## src/sv/stg_pkg.sv

```systemverilog
`default_nettype none

package stg_pkg;

    // field and register widths
    localparam int FREQ_W   = 17;
    localparam int RATE_W   = 18;
    localparam int VOL_W    = 15;
    localparam int SAMPLE_W = 16;
    localparam int COUNT_W  = 23;

    localparam int INDEX_WRAP = 4800000;
    localparam int ANGLE_BITS = 16;

    localparam logic [FREQ_W-1:0] FREQ_RESET = FREQ_W'(1000);
    localparam logic [RATE_W-1:0] RATE_RESET = RATE_W'(48000);

    // configuration port
    localparam int ADDR_W  = 3;
    localparam int PDATA_W = 32;
    localparam int REG_IDX_W = ADDR_W - 2;
    localparam logic [REG_IDX_W-1:0] REG_FREQ = REG_IDX_W'(0);
    localparam logic [REG_IDX_W-1:0] REG_RATE = REG_IDX_W'(1);

    // stream payloads
    localparam int IN_DATA_W  = 16;
    localparam int OUT_DATA_W = 16;

    // serial divider: residue plus frequency needs one bit more than the rate
    localparam int DIV_W  = RATE_W + 1;
    localparam int QUOT_W = (ANGLE_BITS > DIV_W) ? ANGLE_BITS : DIV_W;
    localparam int DCNT_W = $clog2(QUOT_W + 1);

    // cordic
    localparam int TURN_W       = 32;
    localparam int CORDIC_W     = 33;
    localparam int CORDIC_STEPS = 24;
    localparam int CSTEP_W      = $clog2(CORDIC_STEPS);
    localparam logic [CORDIC_W-1:0] CORDIC_X0    = CORDIC_W'(652032874);
    localparam logic [TURN_W-1:0]   TURN_QUARTER = 32'h4000_0000;
    localparam logic [TURN_W-1:0]   TURN_HALF    = 32'h8000_0000;

    // scaling
    localparam int PROD_W   = VOL_W + CORDIC_W;
    localparam int FRAC_W   = 30;
    localparam int SCALED_W = PROD_W - FRAC_W;
    localparam int SCNT_W   = $clog2(VOL_W + 1);
    localparam logic [SCALED_W-1:0] SCALED_MAX = SCALED_W'(2 ** (SAMPLE_W - 1) - 1);
    localparam logic [SCALED_W-1:0] SCALED_MIN = SCALED_W'(-(2 ** (SAMPLE_W - 1) - 1));

    typedef struct packed {
        logic                start;
        logic [RATE_W-1:0]   rem_init;
        logic [DIV_W-1:0]    dividend;
        logic [DCNT_W-1:0]   steps;
    } div_cmd_t;

    typedef struct packed {
        logic                done;
        logic [QUOT_W-1:0]   quot;
        logic [RATE_W-1:0]   rem;
    } div_rsp_t;

    typedef struct packed {
        logic                  start;
        logic [ANGLE_BITS-1:0] angle;
    } cor_cmd_t;

    typedef struct packed {
        logic                done;
        logic [CORDIC_W-1:0] y;
    } cor_rsp_t;

    typedef struct packed {
        logic                start;
        logic [VOL_W-1:0]    vol;
        logic [CORDIC_W-1:0] y;
    } scl_cmd_t;

    typedef struct packed {
        logic                done;
        logic [SAMPLE_W-1:0] sample;
    } scl_rsp_t;

    // arctangent of 2^-i in 2^32-per-turn units
    function automatic logic [CORDIC_W-1:0] atan_turn(input logic [CSTEP_W-1:0] idx);
        logic [CORDIC_W-1:0] val;
        case (idx)
            CSTEP_W'(0):  val = CORDIC_W'(536870912);
            CSTEP_W'(1):  val = CORDIC_W'(316933406);
            CSTEP_W'(2):  val = CORDIC_W'(167458907);
            CSTEP_W'(3):  val = CORDIC_W'(85004756);
            CSTEP_W'(4):  val = CORDIC_W'(42667331);
            CSTEP_W'(5):  val = CORDIC_W'(21354465);
            CSTEP_W'(6):  val = CORDIC_W'(10679838);
            CSTEP_W'(7):  val = CORDIC_W'(5340245);
            CSTEP_W'(8):  val = CORDIC_W'(2670163);
            CSTEP_W'(9):  val = CORDIC_W'(1335087);
            CSTEP_W'(10): val = CORDIC_W'(667544);
            CSTEP_W'(11): val = CORDIC_W'(333772);
            CSTEP_W'(12): val = CORDIC_W'(166886);
            CSTEP_W'(13): val = CORDIC_W'(83443);
            CSTEP_W'(14): val = CORDIC_W'(41722);
            CSTEP_W'(15): val = CORDIC_W'(20861);
            CSTEP_W'(16): val = CORDIC_W'(10430);
            CSTEP_W'(17): val = CORDIC_W'(5215);
            CSTEP_W'(18): val = CORDIC_W'(2608);
            CSTEP_W'(19): val = CORDIC_W'(1304);
            CSTEP_W'(20): val = CORDIC_W'(652);
            CSTEP_W'(21): val = CORDIC_W'(326);
            CSTEP_W'(22): val = CORDIC_W'(163);
            CSTEP_W'(23): val = CORDIC_W'(81);
            default:      val = '0;
        endcase
        return val;
    endfunction

endpackage

`default_nettype wire

```

## src/sv/stg_div.sv

```systemverilog
`default_nettype none

// restoring divider, one quotient bit per cycle
module stg_div (
    input  wire logic                      clk,
    input  wire logic                      rst_n,
    input  wire stg_pkg::div_cmd_t         cmd,
    input  wire logic [stg_pkg::RATE_W-1:0] divisor,
    output stg_pkg::div_rsp_t              rsp
);

    logic                         busy_reg, busy_next;
    logic                         done_reg, done_next;
    logic [stg_pkg::DCNT_W-1:0]   cnt_reg, cnt_next;
    logic [stg_pkg::RATE_W-1:0]   rem_reg, rem_next;
    logic [stg_pkg::DIV_W-1:0]    dvd_reg, dvd_next;
    logic [stg_pkg::QUOT_W-1:0]   quot_reg, quot_next;
    logic [stg_pkg::RATE_W:0]     trial;
    logic [stg_pkg::RATE_W:0]     diff;
    logic                         ge;

    always_comb
    begin
        trial = {rem_reg, dvd_reg[stg_pkg::DIV_W-1]};
        diff  = trial - {1'b0, divisor};
        ge    = trial >= {1'b0, divisor};

        busy_next = busy_reg;
        done_next = 1'b0;
        cnt_next  = cnt_reg;
        rem_next  = rem_reg;
        dvd_next  = dvd_reg;
        quot_next = quot_reg;

        if (cmd.start)
        begin
            busy_next = 1'b1;
            cnt_next  = cmd.steps;
            rem_next  = cmd.rem_init;
            dvd_next  = cmd.dividend;
            quot_next = '0;
        end
        else if (busy_reg)
        begin
            rem_next  = ge ? diff[stg_pkg::RATE_W-1:0] : trial[stg_pkg::RATE_W-1:0];
            dvd_next  = {dvd_reg[stg_pkg::DIV_W-2:0], 1'b0};
            quot_next = {quot_reg[stg_pkg::QUOT_W-2:0], ge};
            cnt_next  = cnt_reg - stg_pkg::DCNT_W'(1);
            if (cnt_reg == stg_pkg::DCNT_W'(1))
            begin
                busy_next = 1'b0;
                done_next = 1'b1;
            end
        end
    end

    always_ff @(posedge clk or negedge rst_n)
    begin
        if (!rst_n)
        begin
            busy_reg <= 1'b0;
            done_reg <= 1'b0;
            cnt_reg  <= '0;
        end
        else
        begin
            busy_reg <= busy_next;
            done_reg <= done_next;
            cnt_reg  <= cnt_next;
        end
    end

    always_ff @(posedge clk)
    begin
        rem_reg  <= rem_next;
        dvd_reg  <= dvd_next;
        quot_reg <= quot_next;
    end

    assign rsp.done = done_reg;
    assign rsp.quot = quot_reg;
    assign rsp.rem  = rem_reg;

endmodule

`default_nettype wire

```

## src/sv/stg_cordic.sv

```systemverilog
`default_nettype none

// rotation-mode cordic, one micro-rotation per cycle
module stg_cordic (
    input  wire logic              clk,
    input  wire logic              rst_n,
    input  wire stg_pkg::cor_cmd_t cmd,
    output stg_pkg::cor_rsp_t      rsp
);

    logic                          busy_reg, busy_next;
    logic                          done_reg, done_next;
    logic [stg_pkg::CSTEP_W-1:0]   step_reg, step_next;
    logic signed [stg_pkg::CORDIC_W-1:0] x_reg, x_next;
    logic signed [stg_pkg::CORDIC_W-1:0] y_reg, y_next;
    logic signed [stg_pkg::CORDIC_W-1:0] z_reg, z_next;
    logic signed [stg_pkg::CORDIC_W-1:0] x_sh, y_sh, at;
    logic [stg_pkg::TURN_W-1:0]    turn, turn_off, folded;
    logic                          dir;

    always_comb
    begin
        // fold into [-1/4, 1/4] turn using sin(t) = sin(1/2 - t)
        turn     = {cmd.angle, {(stg_pkg::TURN_W - stg_pkg::ANGLE_BITS){1'b0}}};
        turn_off = turn - stg_pkg::TURN_QUARTER;
        folded   = (turn_off < stg_pkg::TURN_HALF) ? (stg_pkg::TURN_HALF - turn) : turn;

        x_sh = x_reg >>> step_reg;
        y_sh = y_reg >>> step_reg;
        at   = $signed(stg_pkg::atan_turn(step_reg));
        dir  = ~z_reg[stg_pkg::CORDIC_W-1];

        busy_next = busy_reg;
        done_next = 1'b0;
        step_next = step_reg;
        x_next    = x_reg;
        y_next    = y_reg;
        z_next    = z_reg;

        if (cmd.start)
        begin
            busy_next = 1'b1;
            step_next = '0;
            x_next    = $signed(stg_pkg::CORDIC_X0);
            y_next    = '0;
            z_next    = $signed({{(stg_pkg::CORDIC_W - stg_pkg::TURN_W){folded[stg_pkg::TURN_W-1]}},
                                 folded});
        end
        else if (busy_reg)
        begin
            x_next    = dir ? (x_reg - y_sh) : (x_reg + y_sh);
            y_next    = dir ? (y_reg + x_sh) : (y_reg - x_sh);
            z_next    = dir ? (z_reg - at) : (z_reg + at);
            step_next = step_reg + stg_pkg::CSTEP_W'(1);
            if (step_reg == stg_pkg::CSTEP_W'(stg_pkg::CORDIC_STEPS - 1))
            begin
                busy_next = 1'b0;
                done_next = 1'b1;
            end
        end
    end

    always_ff @(posedge clk or negedge rst_n)
    begin
        if (!rst_n)
        begin
            busy_reg <= 1'b0;
            done_reg <= 1'b0;
            step_reg <= '0;
        end
        else
        begin
            busy_reg <= busy_next;
            done_reg <= done_next;
            step_reg <= step_next;
        end
    end

    always_ff @(posedge clk)
    begin
        x_reg <= x_next;
        y_reg <= y_next;
        z_reg <= z_next;
    end

    assign rsp.done = done_reg;
    assign rsp.y    = y_reg;

endmodule

`default_nettype wire

```

## src/sv/stg_scale.sv

```systemverilog
`default_nettype none

// shift-add volume multiply, one volume bit per cycle, then round and saturate
module stg_scale (
    input  wire logic              clk,
    input  wire logic              rst_n,
    input  wire stg_pkg::scl_cmd_t cmd,
    output stg_pkg::scl_rsp_t      rsp
);

    logic                              busy_reg, busy_next;
    logic                              done_reg, done_next;
    logic [stg_pkg::SCNT_W-1:0]        cnt_reg, cnt_next;
    logic [stg_pkg::VOL_W-1:0]         vol_reg, vol_next;
    logic [stg_pkg::CORDIC_W-1:0]      y_reg, y_next;
    logic signed [stg_pkg::PROD_W-1:0] acc_reg, acc_next;
    logic [stg_pkg::SAMPLE_W-1:0]      sample_reg, sample_next;
    logic signed [stg_pkg::PROD_W-1:0] addend, rnd;
    logic signed [stg_pkg::SCALED_W-1:0] scaled;

    always_comb
    begin
        addend = vol_reg[stg_pkg::VOL_W-1]
               ? $signed({{(stg_pkg::PROD_W - stg_pkg::CORDIC_W){y_reg[stg_pkg::CORDIC_W-1]}}, y_reg})
               : '0;
        rnd    = acc_reg + $signed(stg_pkg::PROD_W'(1) << (stg_pkg::FRAC_W - 1));
        scaled = rnd[stg_pkg::PROD_W-1:stg_pkg::FRAC_W];

        busy_next   = busy_reg;
        done_next   = 1'b0;
        cnt_next    = cnt_reg;
        vol_next    = vol_reg;
        y_next      = y_reg;
        acc_next    = acc_reg;
        sample_next = sample_reg;

        if (cmd.start)
        begin
            busy_next = 1'b1;
            cnt_next  = stg_pkg::SCNT_W'(stg_pkg::VOL_W);
            vol_next  = cmd.vol;
            y_next    = cmd.y;
            acc_next  = '0;
        end
        else if (busy_reg)
        begin
            if (cnt_reg != '0)
            begin
                acc_next = (acc_reg <<< 1) + addend;
                vol_next = {vol_reg[stg_pkg::VOL_W-2:0], 1'b0};
                cnt_next = cnt_reg - stg_pkg::SCNT_W'(1);
            end
            else
            begin
                if (scaled > $signed(stg_pkg::SCALED_MAX))
                    sample_next = stg_pkg::SCALED_MAX[stg_pkg::SAMPLE_W-1:0];
                else if (scaled < $signed(stg_pkg::SCALED_MIN))
                    sample_next = stg_pkg::SCALED_MIN[stg_pkg::SAMPLE_W-1:0];
                else
                    sample_next = scaled[stg_pkg::SAMPLE_W-1:0];
                busy_next = 1'b0;
                done_next = 1'b1;
            end
        end
    end

    always_ff @(posedge clk or negedge rst_n)
    begin
        if (!rst_n)
        begin
            busy_reg <= 1'b0;
            done_reg <= 1'b0;
            cnt_reg  <= '0;
        end
        else
        begin
            busy_reg <= busy_next;
            done_reg <= done_next;
            cnt_reg  <= cnt_next;
        end
    end

    always_ff @(posedge clk)
    begin
        vol_reg    <= vol_next;
        y_reg      <= y_next;
        acc_reg    <= acc_next;
        sample_reg <= sample_next;
    end

    assign rsp.done   = done_reg;
    assign rsp.sample = sample_reg;

endmodule

`default_nettype wire

```

## src/sv/sine_tone_generator.sv

```systemverilog
`default_nettype none

// channel    | dir | signals                        | content
// -----------+-----+--------------------------------+-------------------------------
// s_axis     | in  | tvalid, tready, tdata[15:0]    | volume, Q0.15 unsigned
// m_axis     | out | tvalid, tready, tdata[15:0]    | sample, Q1.15 signed
// apb        | in  | psel, penable, pwrite, paddr,  | 0x0 tone_frequency (Hz),
//            |     | pwdata, prdata, pready         | 0x4 sample_rate (Hz)
//
// one item at a time; between one input transfer and the next the item goes through
// two passes of the bit-serial divider (residue mod rate, then the 16-bit phase angle),
// then 24 cordic iterations overlapped with the residue-update division, then a
// bit-serial shift-add volume multiply with a round/saturate step
// a finished sample sits in the output register; the next input is taken meanwhile,
// the pipeline only waits if its new sample is ready while the old one is still unread
// reset (rst_n, async, active low) restores 1000 Hz / 48000 Hz and zeroes index and phase
module sine_tone_generator (
    input  wire logic                           clk,
    input  wire logic                           rst_n,
    // configuration
    input  wire logic                           psel,
    input  wire logic                           penable,
    input  wire logic                           pwrite,
    input  wire logic [stg_pkg::ADDR_W-1:0]     paddr,
    input  wire logic [stg_pkg::PDATA_W-1:0]    pwdata,
    output logic      [stg_pkg::PDATA_W-1:0]    prdata,
    output logic                                pready,
    // input stream
    input  wire logic                           s_axis_tvalid,
    output logic                                s_axis_tready,
    input  wire logic [stg_pkg::IN_DATA_W-1:0]  s_axis_tdata,   // [14:0] volume
    // output stream
    output logic                                m_axis_tvalid,
    input  wire logic                           m_axis_tready,
    output logic      [stg_pkg::OUT_DATA_W-1:0] m_axis_tdata    // [15:0] sample
);

    typedef enum logic [5:0] {
        ST_IDLE = 6'b000001,   // waiting for a volume transfer
        ST_MOD  = 6'b000010,   // residue mod rate
        ST_ANG  = 6'b000100,   // residue * 2^16 / rate
        ST_ROT  = 6'b001000,   // cordic, residue update in the divider
        ST_SCL  = 6'b010000,   // volume multiply
        ST_WAIT = 6'b100000    // hand sample to the output register
    } state_t;

    state_t                          state_reg, state_next;
    logic [stg_pkg::FREQ_W-1:0]      freq_reg, freq_next;
    logic [stg_pkg::RATE_W-1:0]      rate_reg, rate_next;
    logic [stg_pkg::COUNT_W-1:0]     count_reg, count_next;
    logic [stg_pkg::RATE_W-1:0]      residue_reg, residue_next;
    logic [stg_pkg::RATE_W-1:0]      r_reg, r_next;       // reduced residue of this item
    logic [stg_pkg::RATE_W-1:0]      upd_reg, upd_next;   // residue for the next item
    logic [stg_pkg::VOL_W-1:0]       vol_reg, vol_next;
    logic                            out_valid_reg, out_valid_next;
    logic [stg_pkg::SAMPLE_W-1:0]    out_data_reg, out_data_next;

    stg_pkg::div_cmd_t               div_cmd;
    stg_pkg::div_rsp_t               div_rsp;
    stg_pkg::cor_cmd_t               cor_cmd;
    stg_pkg::cor_rsp_t               cor_rsp;
    stg_pkg::scl_cmd_t               scl_cmd;
    stg_pkg::scl_rsp_t               scl_rsp;

    logic                            wr_en;
    logic [stg_pkg::REG_IDX_W-1:0]   reg_idx;
    logic                            rate_zero;
    logic [stg_pkg::RATE_W:0]        rnd_sum;
    logic                            rnd_up;
    logic [stg_pkg::ANGLE_BITS-1:0]  angle;

    stg_div u_div (
        .clk     (clk),
        .rst_n   (rst_n),
        .cmd     (div_cmd),
        .divisor (rate_reg),
        .rsp     (div_rsp)
    );

    stg_cordic u_cordic (
        .clk   (clk),
        .rst_n (rst_n),
        .cmd   (cor_cmd),
        .rsp   (cor_rsp)
    );

    stg_scale u_scale (
        .clk   (clk),
        .rst_n (rst_n),
        .cmd   (scl_cmd),
        .rsp   (scl_rsp)
    );

    // register file: address bit 2 picks the register, low bits are ignored
    assign pready  = 1'b1;
    assign wr_en   = psel & penable & pwrite;
    assign reg_idx = paddr[stg_pkg::ADDR_W-1:2];

    always_comb
    begin
        unique case (reg_idx)
            stg_pkg::REG_FREQ: prdata = stg_pkg::PDATA_W'(freq_reg);
            stg_pkg::REG_RATE: prdata = stg_pkg::PDATA_W'(rate_reg);
            default:           prdata = '0;
        endcase
    end

    always_comb
    begin
        freq_next = freq_reg;
        rate_next = rate_reg;
        if (wr_en)
        begin
            unique case (reg_idx)
                stg_pkg::REG_FREQ: freq_next = pwdata[stg_pkg::FREQ_W-1:0];
                stg_pkg::REG_RATE: rate_next = pwdata[stg_pkg::RATE_W-1:0];
                default:           ;
            endcase
        end
    end

    // phase angle rounding: remainder of the 16-step division plus half the rate
    always_comb
    begin
        rate_zero = (rate_reg == '0);
        rnd_sum   = {1'b0, div_rsp.rem} + {2'b0, rate_reg[stg_pkg::RATE_W-1:1]};
        rnd_up    = (rnd_sum >= {1'b0, rate_reg});
        angle     = rate_zero ? '0
                  : div_rsp.quot[stg_pkg::ANGLE_BITS-1:0] + stg_pkg::ANGLE_BITS'(rnd_up);
    end

    // sequencer
    always_comb
    begin
        state_next     = state_reg;
        count_next     = count_reg;
        residue_next   = residue_reg;
        r_next         = r_reg;
        upd_next       = upd_reg;
        vol_next       = vol_reg;
        out_data_next  = out_data_reg;
        out_valid_next = out_valid_reg & ~m_axis_tready;

        div_cmd = '0;
        cor_cmd = '0;
        scl_cmd = '0;

        unique case (state_reg)
            ST_IDLE:
            begin
                if (s_axis_tvalid)
                begin
                    vol_next         = s_axis_tdata[stg_pkg::VOL_W-1:0];
                    div_cmd.start    = 1'b1;
                    div_cmd.rem_init = '0;
                    div_cmd.dividend = stg_pkg::DIV_W'(residue_reg);
                    div_cmd.steps    = stg_pkg::DCNT_W'(stg_pkg::DIV_W);
                    state_next       = ST_MOD;
                end
            end
            ST_MOD:
            begin
                if (div_rsp.done)
                begin
                    r_next           = rate_zero ? '0 : div_rsp.rem;
                    div_cmd.start    = 1'b1;
                    div_cmd.rem_init = div_rsp.rem;
                    div_cmd.dividend = '0;
                    div_cmd.steps    = stg_pkg::DCNT_W'(stg_pkg::ANGLE_BITS);
                    state_next       = ST_ANG;
                end
            end
            ST_ANG:
            begin
                if (div_rsp.done)
                begin
                    cor_cmd.start    = 1'b1;
                    cor_cmd.angle    = angle;
                    div_cmd.start    = 1'b1;
                    div_cmd.rem_init = '0;
                    div_cmd.dividend = {1'b0, r_reg} + stg_pkg::DIV_W'(freq_reg);
                    div_cmd.steps    = stg_pkg::DCNT_W'(stg_pkg::DIV_W);
                    state_next       = ST_ROT;
                end
            end
            ST_ROT:
            begin
                // the update division ends well before the last micro-rotation
                if (div_rsp.done)
                    upd_next = rate_zero ? '0 : div_rsp.rem;
                if (cor_rsp.done)
                begin
                    scl_cmd.start = 1'b1;
                    scl_cmd.vol   = vol_reg;
                    scl_cmd.y     = cor_rsp.y;
                    state_next    = ST_SCL;
                end
            end
            ST_SCL:
            begin
                if (scl_rsp.done)
                    state_next = ST_WAIT;
            end
            ST_WAIT:
            begin
                if (!out_valid_reg || m_axis_tready)
                begin
                    out_data_next  = scl_rsp.sample;
                    out_valid_next = 1'b1;
                    if (count_reg >= stg_pkg::COUNT_W'(stg_pkg::INDEX_WRAP))
                    begin
                        count_next   = '0;
                        residue_next = '0;
                    end
                    else
                    begin
                        count_next   = count_reg + stg_pkg::COUNT_W'(1);
                        residue_next = upd_reg;
                    end
                    state_next = ST_IDLE;
                end
            end
            default:
            begin
                state_next = ST_IDLE;
            end
        endcase
    end

    always_ff @(posedge clk or negedge rst_n)
    begin
        if (!rst_n)
        begin
            state_reg     <= ST_IDLE;
            freq_reg      <= stg_pkg::FREQ_RESET;
            rate_reg      <= stg_pkg::RATE_RESET;
            count_reg     <= '0;
            residue_reg   <= '0;
            out_valid_reg <= 1'b0;
        end
        else
        begin
            state_reg     <= state_next;
            freq_reg      <= freq_next;
            rate_reg      <= rate_next;
            count_reg     <= count_next;
            residue_reg   <= residue_next;
            out_valid_reg <= out_valid_next;
        end
    end

    always_ff @(posedge clk)
    begin
        r_reg        <= r_next;
        upd_reg      <= upd_next;
        vol_reg      <= vol_next;
        out_data_reg <= out_data_next;
    end

    assign s_axis_tready = (state_reg == ST_IDLE);
    assign m_axis_tvalid = out_valid_reg;
    assign m_axis_tdata  = out_data_reg;

endmodule

`default_nettype wire

```

## config.mk

```make
export PLATFORM = sky130hd
export DESIGN_NAME = sine_tone_generator
export DESIGN_NICKNAME = d
export VERILOG_FILES = /design/src/sv/stg_pkg.sv /design/src/sv/stg_div.sv /design/src/sv/stg_cordic.sv /design/src/sv/stg_scale.sv /design/src/sv/sine_tone_generator.sv
export SDC_FILE = /design/constraint.sdc
export NUM_CORES = 1
export LEC_CHECK = 0
export ABC_AREA = 1
export BUFFER_PORTS_ARGS = -buffer_cell sky130_fd_sc_hd__buf_2
export CAP_MARGIN = 20
export CORE_AREA = 2 2 319 321
export CTS_CLUSTER_DIAMETER = 150
export CTS_CLUSTER_SIZE = 12
export DETAILED_ROUTE_END_ITERATION = 8
export DIE_AREA = 0 0 321 323
export GPL_TIMING_DRIVEN = 0
export HOLD_SLACK_MARGIN = 0.06
export SYNTH_ARGS = -nofsm -noshare
export SYNTH_HDL_FRONTEND = slang
export SYNTH_SLANG_ARGS = --single-unit
export TNS_END_PERCENT = 1
```

## constraint.sdc

```tcl
create_clock -name clk -period 15.87 [get_ports clk]
set_clock_uncertainty 0.2 [all_clocks]
set_input_delay 1.587 -clock clk [delete_from_list [all_inputs] [get_ports clk]]
set_output_delay 1.587 -clock clk [all_outputs]
set_load 0.05 [all_outputs]
```

---- Word level (Yosys, flattened, before mapping) ----
Memories as Yosys holds them, arrays and structs flattened.
Cells that the tools add are included.
word-level totals
  bits in read-only memories .............. 960
  logic and storage cells ................. 163
  output and inout port bits .............. 51
  flip-flop bits (word level) ............. 434
  memories ................................ 1
  bits of input ports ..................... 58
memory list
  memory           depth  width  rd ports  clocked after Yosys merged registers in  write ports  RTL line       source
  (no name shown)  32     30     1         0                                        0            stg_pkg.sv:88  case (idx)
operators by class
  equality and inequality tests ........... 15
  reduce and logical (&&, ||, !) cells .... 21
  shifts and indexed selects .............. 2
  muxes and demuxes ....................... 63
  $add $sub $neg .......................... 18
  bitwise operators ....................... 7
  order comparisons ....................... 6
operator list
  cell                      count
  $mux W33                  5
  $mux W43                  3
  $pmux W43 S3              1
  $add A33 B33 Y33          3
  $sub A33 B33 Y33          3
  $mux W49                  2
  $mux W18                  5
  $sshr A33 B5 Y33          2
  $pmux W32 S2              1
  $add A48 B31 Y48 const B  1
  $add A48 B48 Y48          1
  $mux W48                  1
  $mux W15                  3
  $add A18 B17 Y19          2
  $ge A19 B18 Y1            2
  $mux W19                  2
  $mux W6                   6
  $pmux W6 S6               1
  $mux W17                  2
  $lt A32 B32 Y1 const B    1
  $mux W16                  2
  $mux W32                  1
  $sub A32 B31 Y32 const B  1
  $sub A32 B32 Y32 const A  1
  other kinds (35)          80

---- Longest topological paths before layout ----
Gate-level depths: netlist of run 1.
  word-level depth ........................ 10
  mapped depth ............................ 43

---- Hierarchy ----
Synthesis of run 1 repeated with hierarchy kept, for this count alone.
unflattened totals
  cells, all modules ...................... 6034
  area, all modules ....................... 38979.9 um^2
by module, submodules not included
  module               instances  cells an instance  area an instance (um^2)
  stg_cordic           1          2769               16014.1
  sine_tone_generator  1          1270               9809.4
  stg_scale            1          1473               9125.0
  stg_div              1          522                4031.4

---- Worst setup path after synthesis of run 1 ----
No wires, ideal clock.
  kind .................................... register -> register
  from .................................... register rate_reg[8] in the netlist's numbering
  to ...................................... register u_cordic.z_reg[25] in the netlist's numbering (data pin)
  required time ........................... 15.411 ns
  arrival ................................. 5.370 ns
  buffers on the path ..................... 3
  library setup time ...................... 0.259 ns
  stages on the path, launching flop included .. 39
  setup slack ............................. 10.042 ns
  clock period less this slack ............ 5.828 ns
  cell sequence ........................... dfstp_2 inv_1 ha_1 clkbuf_1 nor2_1 a211oi_1 o21ai_0 a21oi_1 o21bai_1 a21boi_0 o21ai_0 xor2_1 ha_1 nand2_1 nor2_1 nor4b_1 nor2_1 nand2_1 [3 not listed] ha_1 nand3_1 nor2_1 nand2_1 nor2_1 nand2_1 nor2_1 nand2_1 nor2_1 a21oi_1 nor3_2 inv_1 nand2_1 nand2_1 buf_4 buf_4 a21oi_1 o21ai_1
between the ends
  cells in the longest elaborated chain, start to end .. 10
RTL lines
  item                           RTL line                    source
  start: declaration             sine_tone_generator.sv:49   logic [stg_pkg::RATE_W-1:0] rate_reg, rate_next;
  start signal: assignment       sine_tone_generator.sv:236  rate_reg <= stg_pkg::RATE_RESET;
  start signal: assignment       sine_tone_generator.sv:245  rate_reg <= rate_next;
  $add A18 B17 Y19               sine_tone_generator.sv:126  rnd_sum = {1'b0, div_rsp.rem} + {2'b0, rate_reg[stg_pkg::RATE_W-1:1]};
  $ge A19 B18 Y1                 sine_tone_generator.sv:127  rnd_up = (rnd_sum >= {1'b0, rate_reg});
  $add A16 B1 Y16                sine_tone_generator.sv:129  : div_rsp.quot[stg_pkg::ANGLE_BITS-1:0] + stg_pkg::ANGLE_BITS'(rnd_up);
  $mux W16 (*)                   sine_tone_generator.sv:128  angle = rate_zero ? '0
  $mux W17 (*)                   sine_tone_generator.sv:175  if (div_rsp.done)
  $mux W17 (*)                   sine_tone_generator.sv:148  unique case (state_reg)
  $sub A32 B31 Y32               stg_cordic.sv:25            turn_off = turn - stg_pkg::TURN_QUARTER;
  $lt A32 B32 Y1                 stg_cordic.sv:26            folded = (turn_off < stg_pkg::TURN_HALF) ? (stg_pkg::TURN_HALF - turn) : turn;
  $mux W32 (*)                   stg_cordic.sv:26
  $mux W33 (*)                   stg_cordic.sv:40            if (cmd.start)
  net u_cordic.z_next (one bit)  stg_cordic.sv:16            logic signed [stg_pkg::CORDIC_W-1:0] z_reg, z_next;
  end signal: assignment         stg_cordic.sv:83            z_reg <= z_next;
  end: declaration               stg_cordic.sv:16
Mark *: on every way through the listed nets, which the timed path passes. The rest lies on a longest branch.
A chain may end at the register's enable or synchronous reset.

---- Worst setup path after layout of run 1 ----
  from .................................... register rate_reg[8] in the netlist's numbering
  to ...................................... register u_cordic.z_reg[17] in the netlist's numbering (data pin)
Same word-level chain as after synthesis.

==> results of run 1 <==
==> synth_stat cells, types with 34 or more instances <==
cell type	count
a21oi_1	377
a31oi_1	56
buf_2	43
clkbuf_1	83
dfrtp_1	89
dfxtp_1	130
edfxtp_1	201
ha_1	230
inv_1	661
nand2_1	1130
nand3_1	460
nand4_1	38
nor2_1	389
nor3_1	52
o211ai_1	34
o21ai_0	347
o21ai_1	43
o22ai_1	36
xnor2_1	58
xor2_1	168
==> cell type report <==
class | instances | area share (%)
multi-input combinational | 3686 | 52.46
sequential | 434 | 29.22
inverter | 696 | 6.798
tap | 1309 | 4.260
clock buffer | 73 | 3.147
buffer | 182 | 2.434
timing repair buffer | 86 | 1.464
clock inverter | 5 | 0.2180
==> per-layer routing <==
metal	vias to the layer above	wire (um)	part of all wire (%)	track usage, %
met5	-	13	0.011	0
met4	2	2990	2.5	5.981
met3	167	7531	6.2	2.630
met2	1133	54220	45	37.17
met1	16100	56640	47	32.16
li1	16920	-	-	-
==> final timing paths <==
kind	startpoint	end
min in group asynchronous	rst_n	u_scale.cnt_reg[0]
max in group asynchronous	rst_n	freq_reg[3]
worst min-delay path	u_scale.sample_reg[8]	m_axis_tdata[8]
worst max register to register	rate_reg[8]	u_cordic.z_reg[17]
worst min register to register	u_scale.sample_reg[8]	m_axis_tdata[8]
worst max-delay path	rate_reg[8]	u_cordic.z_reg[17]
==> cell families after synthesis <==
group	after synthesis
muxes	1
other	2
buffers and inverters	878
DFF	434
AOI/OAI and AO/OA	1034
xor gates and xnor gates	226
and+or+nand+nor	2173
adders and majority gates	237
==> worst max-delay path, delay by kind of cell, from the launching register on <==
kind	cells	cell delay [ns]
AND/OR/NAND/NOR	17	2.07
AO/OA/AOI/OAI	11	1.95
adder cells (fa/ha/maj)	4	1.03
buffers and inverters	5	0.94
flip-flops	1	0.54
XOR/XNOR	1	0.18
==> metrics by stage <==
stage | cells | util [%] | hold slack (ns) | power [mW]
after CTS | 6469 | 38.14 | 0.2189 | 6.105
after global routing | 6471 | 38.17 | 0.2248 | 6.637
after floorplan | 4998 | - | 0.2003 | 4.163
after global placement | 6383 | 36.70 | 0.2031 | 5.032
final | 6471 | 38.17 | 0.2171 | 6.122
after detailed placement | 6391 | 36.86 | 0.2054 | 5.064
==> report_power, final <==
part / switching [mW] / internal, mW / leakage [nW]
registers: 0.199 / 1.45 / 4.11
logic: 2.27 / 1.19 / 14.3
clock network: 0.484 / 0.525 / 0.612
total: 2.96 / 3.16 / 19.0
==> results by group, run 1 <==
Synthesis
  – Top post-synthesis cells by area: edfxtp_1 17%, nand2_1 12%, ha_1 8.2%
  – EDFF count, synth: 201
  – Number of library cell types mapped by synthesis: 65
  – Async set-or-reset flop fraction in the synthesized netlist: 23.73%
  – Main combinational cell family by area after synthesis: simple AND/OR/NAND/NOR gates
  – Post-synth top area share: 17.30%
  – Sequential area share after synthesis: 32.19%
  – Seq cells post-synth: 434
  – Mapped Cells: 4985
  – Post-Synth Adder-Cell Area: 8.649%
  – Synth Area in Compound Gates: 16.60%
  – Post-Synth XOR/XNOR Area: 5.673%
  – Yosys Warn Count: 0
  – Simple-Gate Fraction of Synth Area: 26.67%
  – Leading area contributor after synthesis: edfxtp_1
  – Multiplexer area fraction after synthesis: 0.02869%
  – Syn Std Cell Area: 34890 sq um
  – Syn avg cell area: 7.000 sq um
  – Commonest register cell after synthesis: edfxtp_1

Finish
  – Layout cells sized above 1: 6.722%
  – Register Area: 11230 sq um
  – Most frequent cells in the layout: 1130 x nand2_1, 661 x inv_1, 460 x nand3_1
  – ANT cells: 0
  – Fin area: 38450 sq um
  – Max FFs per register: 48
  – Area growth syn-to-layout: 10.19%
  – Net count, final: 5424
  – Fillers: 10.82k
  – Commonest non-fill, non-tap cell in the layout: nand2_1
  – Multi-input gate area: 20170 sq um

Clock tree
  – Root Buffer: clkbuf_16
  – Total CTS buffers: 43
  – Post-CTS Hold Buffers: 0
  – Clock latency on the worst-skew pair: 0.62 ns
  – Sink Count: 434
  – CTS tree: yes
  – Clock tree buffer depth: 3
  – Worst-path clk slew: 0.07 ns
  – H-Tree Depth: 2
  – Setup bufs post-CTS: 0
  – Post-cts sizing count: 0

STA
  – Final WS setup: 8.674 ns
  – RSZ-0062 raised after global routing: false
  – Hold Fails Final Rpt: 0
  – Worst slew pin tran: 1.160 ns
  – # setup viols final: 0
  – Final Cycle Share: 45.34%
  – Slew Limit Headroom: 22.69%
  – Final min period: 7.196 ns
  – Fmax: 0.1390 GHz
  – Fin Setup TNS: 0 ns
  – Slew Limit Fails: 0

Placement
  – Hpwl dp: 96630 um
  – Routability cong.: 1.002
  – I/O Buffers: 76
  – DP Area: 37120 sq um
  – Dpl ws: 8.708 ns

Worst setup path
  – Crit path max fanout: 10
  – CP arrival: 7.33 ns
  – R2R depth: 38
  – CP max stage delay: 0.54 ns
  – Slowest cell on crit path: dfstp_2
  – Crit end category: flop
  – Worst R2R Setup Slack: 8.67 ns
  – Crit path kind: reg -> reg
  – Crit start category: flop
  – Crit path required time: 16.01 ns

Floorplanning
  – Die Y: 323 um
  – Die area: 103700 sq um
  – I/O pins: 109
  – Cell Rows: 117
  – Core Area: 100700 sq um
  – Die Width: 321 um
  – Starting Density: 34.65%

Drt
  – DR iter-0 viols: 2977
  – Final WL: 121400 um
  – WL/cell: 18.76 um
  – DRC viols: 0
  – Post-route ant nets: 0
  – Initial DRT Pass Iterations: 6
  – Via count: 34.32k
  – Vias per Instance: 5.303

Global route
  – GRT overflow: 0
  – Largest net degree at the start of global routing: 65
  – GRT Overall Usage: 22.87%
  – Initial antenna violation count: 2
  – Vias in the first global route: 32.22k
  – First-pass GRT wire length: 186100 um

Power and ir drop
  – P_leak: 19.00 nW
  – VDD IR-drop max: 0.00007558 V
  – Pwr Density: 159.2 nW/um^2

Hold path
  – Hold depth: 0
  – Hold Crit Class: reg -> reg

Outcome
  – Status: complete, no violations

Run
  – Max_cap viols: 0
Note: power is estimated with default switching activity, not from simulation.
==> inputs of run 2 (changes only) <==
Clock period 15.87 ns to 7.4 ns, I/O delays scaled along.
==> results by group, run 2 (synthesis gave the netlist of run 1 again) <==
STA
  – Slew Limit Headroom: 23.67% (+0.98 points)
  – # setup viols final: 0 (unchanged)
  – Final WS setup: 0.5294 ns (-8.145 ns)
  – Final min period: 6.871 ns (-0.3252 ns)
  – Final Cycle Share: 92.85% (+48 points)
  – Slew Limit Fails: 0 (unchanged)
  – Worst slew pin tran: 1.145 ns (-0.01463 ns)
  – Fmax: 0.1455 GHz (+4.7%)
  – Hold Slack: 0.09983 ns (-0.1172 ns)
  – Hold Fails Final Rpt: 0 (unchanged)
  – Fin Setup TNS: 0 ns (unchanged)

Global route
  – M3 GR Usage: 2.630% (unchanged)
  – Met1 usage: 32.16% (unchanged)
  – GRT overflow: 0 (unchanged)
  – Initial antenna violation count: 2 (unchanged)
  – GRT Overall Usage: 22.87% (unchanged)
  – Largest net degree at the start of global routing: 65 (unchanged)
  – First-pass GRT wire length: 186100 um (unchanged)
  – Vias in the first global route: 32.22k (unchanged)
  – GRT met2 Usage: 37.17% (unchanged)
  – Busiest grt layer: met2

Finish
  – Layout cells sized above 1: 6.784% (+0.062 points)
  – Commonest non-fill, non-tap cell in the layout: nand2_1
  – Net count, final: 5421 (-0.055%)
  – Fin util: 38.19% (about the same)
  – Most frequent cells in the layout: 1130 x nand2_1, 661 x inv_1, 460 x nand3_1
  – Max FFs per register: 48 (unchanged)
  – Area growth syn-to-layout: 10.22% (about the same)

Worst setup path
  – Slowest cell on crit path: dfrtp_1
  – Critical path buffers and inverters: 5 (unchanged)
  – Crit end category: flop
  – Worst path depth: 37 (-2.6%)
  – Crit path max fanout: 10 (unchanged)
  – Top delay family on crit path: compound AO/OA/AOI/OAI gates
  – R2R depth: 37 (-2.6%)
  – CP arrival: 7.01 ns (-0.32 ns)
  – Critical R2R Capture: u_cordic.z_reg[17]
  – Crit path required time: 7.53 ns (-8.48 ns)
  – Setup crit start: rate_reg[4]
  – Worst R2R Setup Slack: 0.53 ns (-8.14 ns)
  – Crit Reg-Reg Startpoint: rate_reg[4]
  – Most frequent cell on the critical path: nand2_1
  – CP max stage delay: 0.43 ns (-0.11 ns)
  – Crit path kind: reg -> reg
  – Crit start category: flop
  – Critical Path Sink: u_cordic.z_reg[17]

Drt
  – DR iter-0 viols: 3136 (+5.3%)
  – Initial DRT Pass Iterations: 6 (unchanged)
  – WL/cell: 18.77 um (about the same)
  – DRC viols: 0 (unchanged)
  – Final WL: 121400 um (about the same)
  – Vias per Instance: 5.300 (about the same)
  – Via count: 34.29k (-0.067%)
  – Post-route ant nets: 0 (unchanged)

Clock tree
  – Root Buffer: clkbuf_16
  – H-Tree Depth: 2 (unchanged)
  – Clock latency on the worst-skew pair: 0.62 ns (about the same)
  – Worst-path clk slew: 0.07 ns (about the same)
  – Sink Count: 434 (unchanged)
  – Clock tree buffer depth: 3 (unchanged)
  – CTS tree: yes
  – Total CTS buffers: 43 (unchanged)
  – Setup bufs post-CTS: 0 (unchanged)

Placement
  – Routability cong.: 1.002 (unchanged)
  – Dpl ws: 0.2379 ns (-8.470 ns)
  – I/O Buffers: 76 (unchanged)
  – Hpwl dp: 96630 um (unchanged)

Hold path
  – Hold Crit Class: in -> reg

Outcome
  – Status: complete, no violations

Floorplanning
  – Die area: 103700 sq um (unchanged)
  – Die Y: 323 um (unchanged)
  – Die Width: 321 um (unchanged)
  – Cell Rows: 117 (unchanged)
  – Core Area: 100700 sq um (unchanged)
  – Starting Density: 34.65% (unchanged)
  – I/O pins: 109 (unchanged)

Power and ir drop
  – P_leak: 19.00 nW (about the same)
  – VDD IR-drop max: 0.0001634 V (+120%)
  – Total power: 13.14 mW (+110%)
  – Pwr Density: 341.7 nW/um^2 (+110%)

Run
  – Max_cap viols: 0 (unchanged)
==> run 2: changes by cell type in the layout (fill, tap and decap cells not counted), sizes merged <==
cell	before	now
clkbuf	156	152
diode	0	2
dlygate4sd3	0	1
==> run 2: worst min path at each step <==
stage	startpoint	endpoint	slack (ns)	depth (start not counted)
2_1_floorplan	u_scale.sample_reg[0]	m_axis_tdata[0]	0.20	0
3_3_place_gp	u_scale.sample_reg[6]	m_axis_tdata[6]	0.20	0
3_5_place_dp	u_scale.sample_reg[8]	m_axis_tdata[8]	0.21	0
4_1_cts	s_axis_tdata[4]	vol_reg[4]	0.06	1
5_1_grt	s_axis_tdata[3]	vol_reg[3]	0.08	1
6_report	s_axis_tdata[1]	vol_reg[1]	0.1	1
==> run 2: final cells by class <==
type,instances,area [sq um]
plain buffers,178,920.9
inverters,696,2614
clock buffers,73,1210
clock inverters,5,83.83
repair buffers,87,573.1
multi-input cells,3686,20180
flip-flops and latches,434,11230
fillers,10830,62260
diodes,2,5.005
well taps,1309,1638
==> run 2: routing by layer <==
metal	routed length, um	vias up
met5	13	-
met4	3044	2
met3	8190	165
met2	54110	1168
met1	56060	16050
li1	-	16910
==> run 2: power by group <==
part	internal (mW)	switching (mW)	total, mW
Combinational	2.55	4.88	7.44
Clock	1.13	1.04	2.16
Sequential	3.12	0.425	3.54
Total	6.80	6.35	13.1
==> run 2: per-stage QoR <==
stage / cell area (sq um) / cells
2_1_floorplan: 34940 / 4998
3_3_place_gp: 36960 / 6383
3_5_place_dp: 37120 / 6391
4_1_cts: 38430 / 6470
5_1_grt: 38450 / 6468
6_report: 38460 / 6470
==> run 2: timing repair <==
| item | 4_1_cts | 5_1_grt |
|---|---|---|
| hold buffers | 1 | 0 |
| endpoints found under the hold margin | 38 | 0 |
| gates resized for setup | 0 | 4 |
| endpoints found under the setup margin | 0 | 15 |
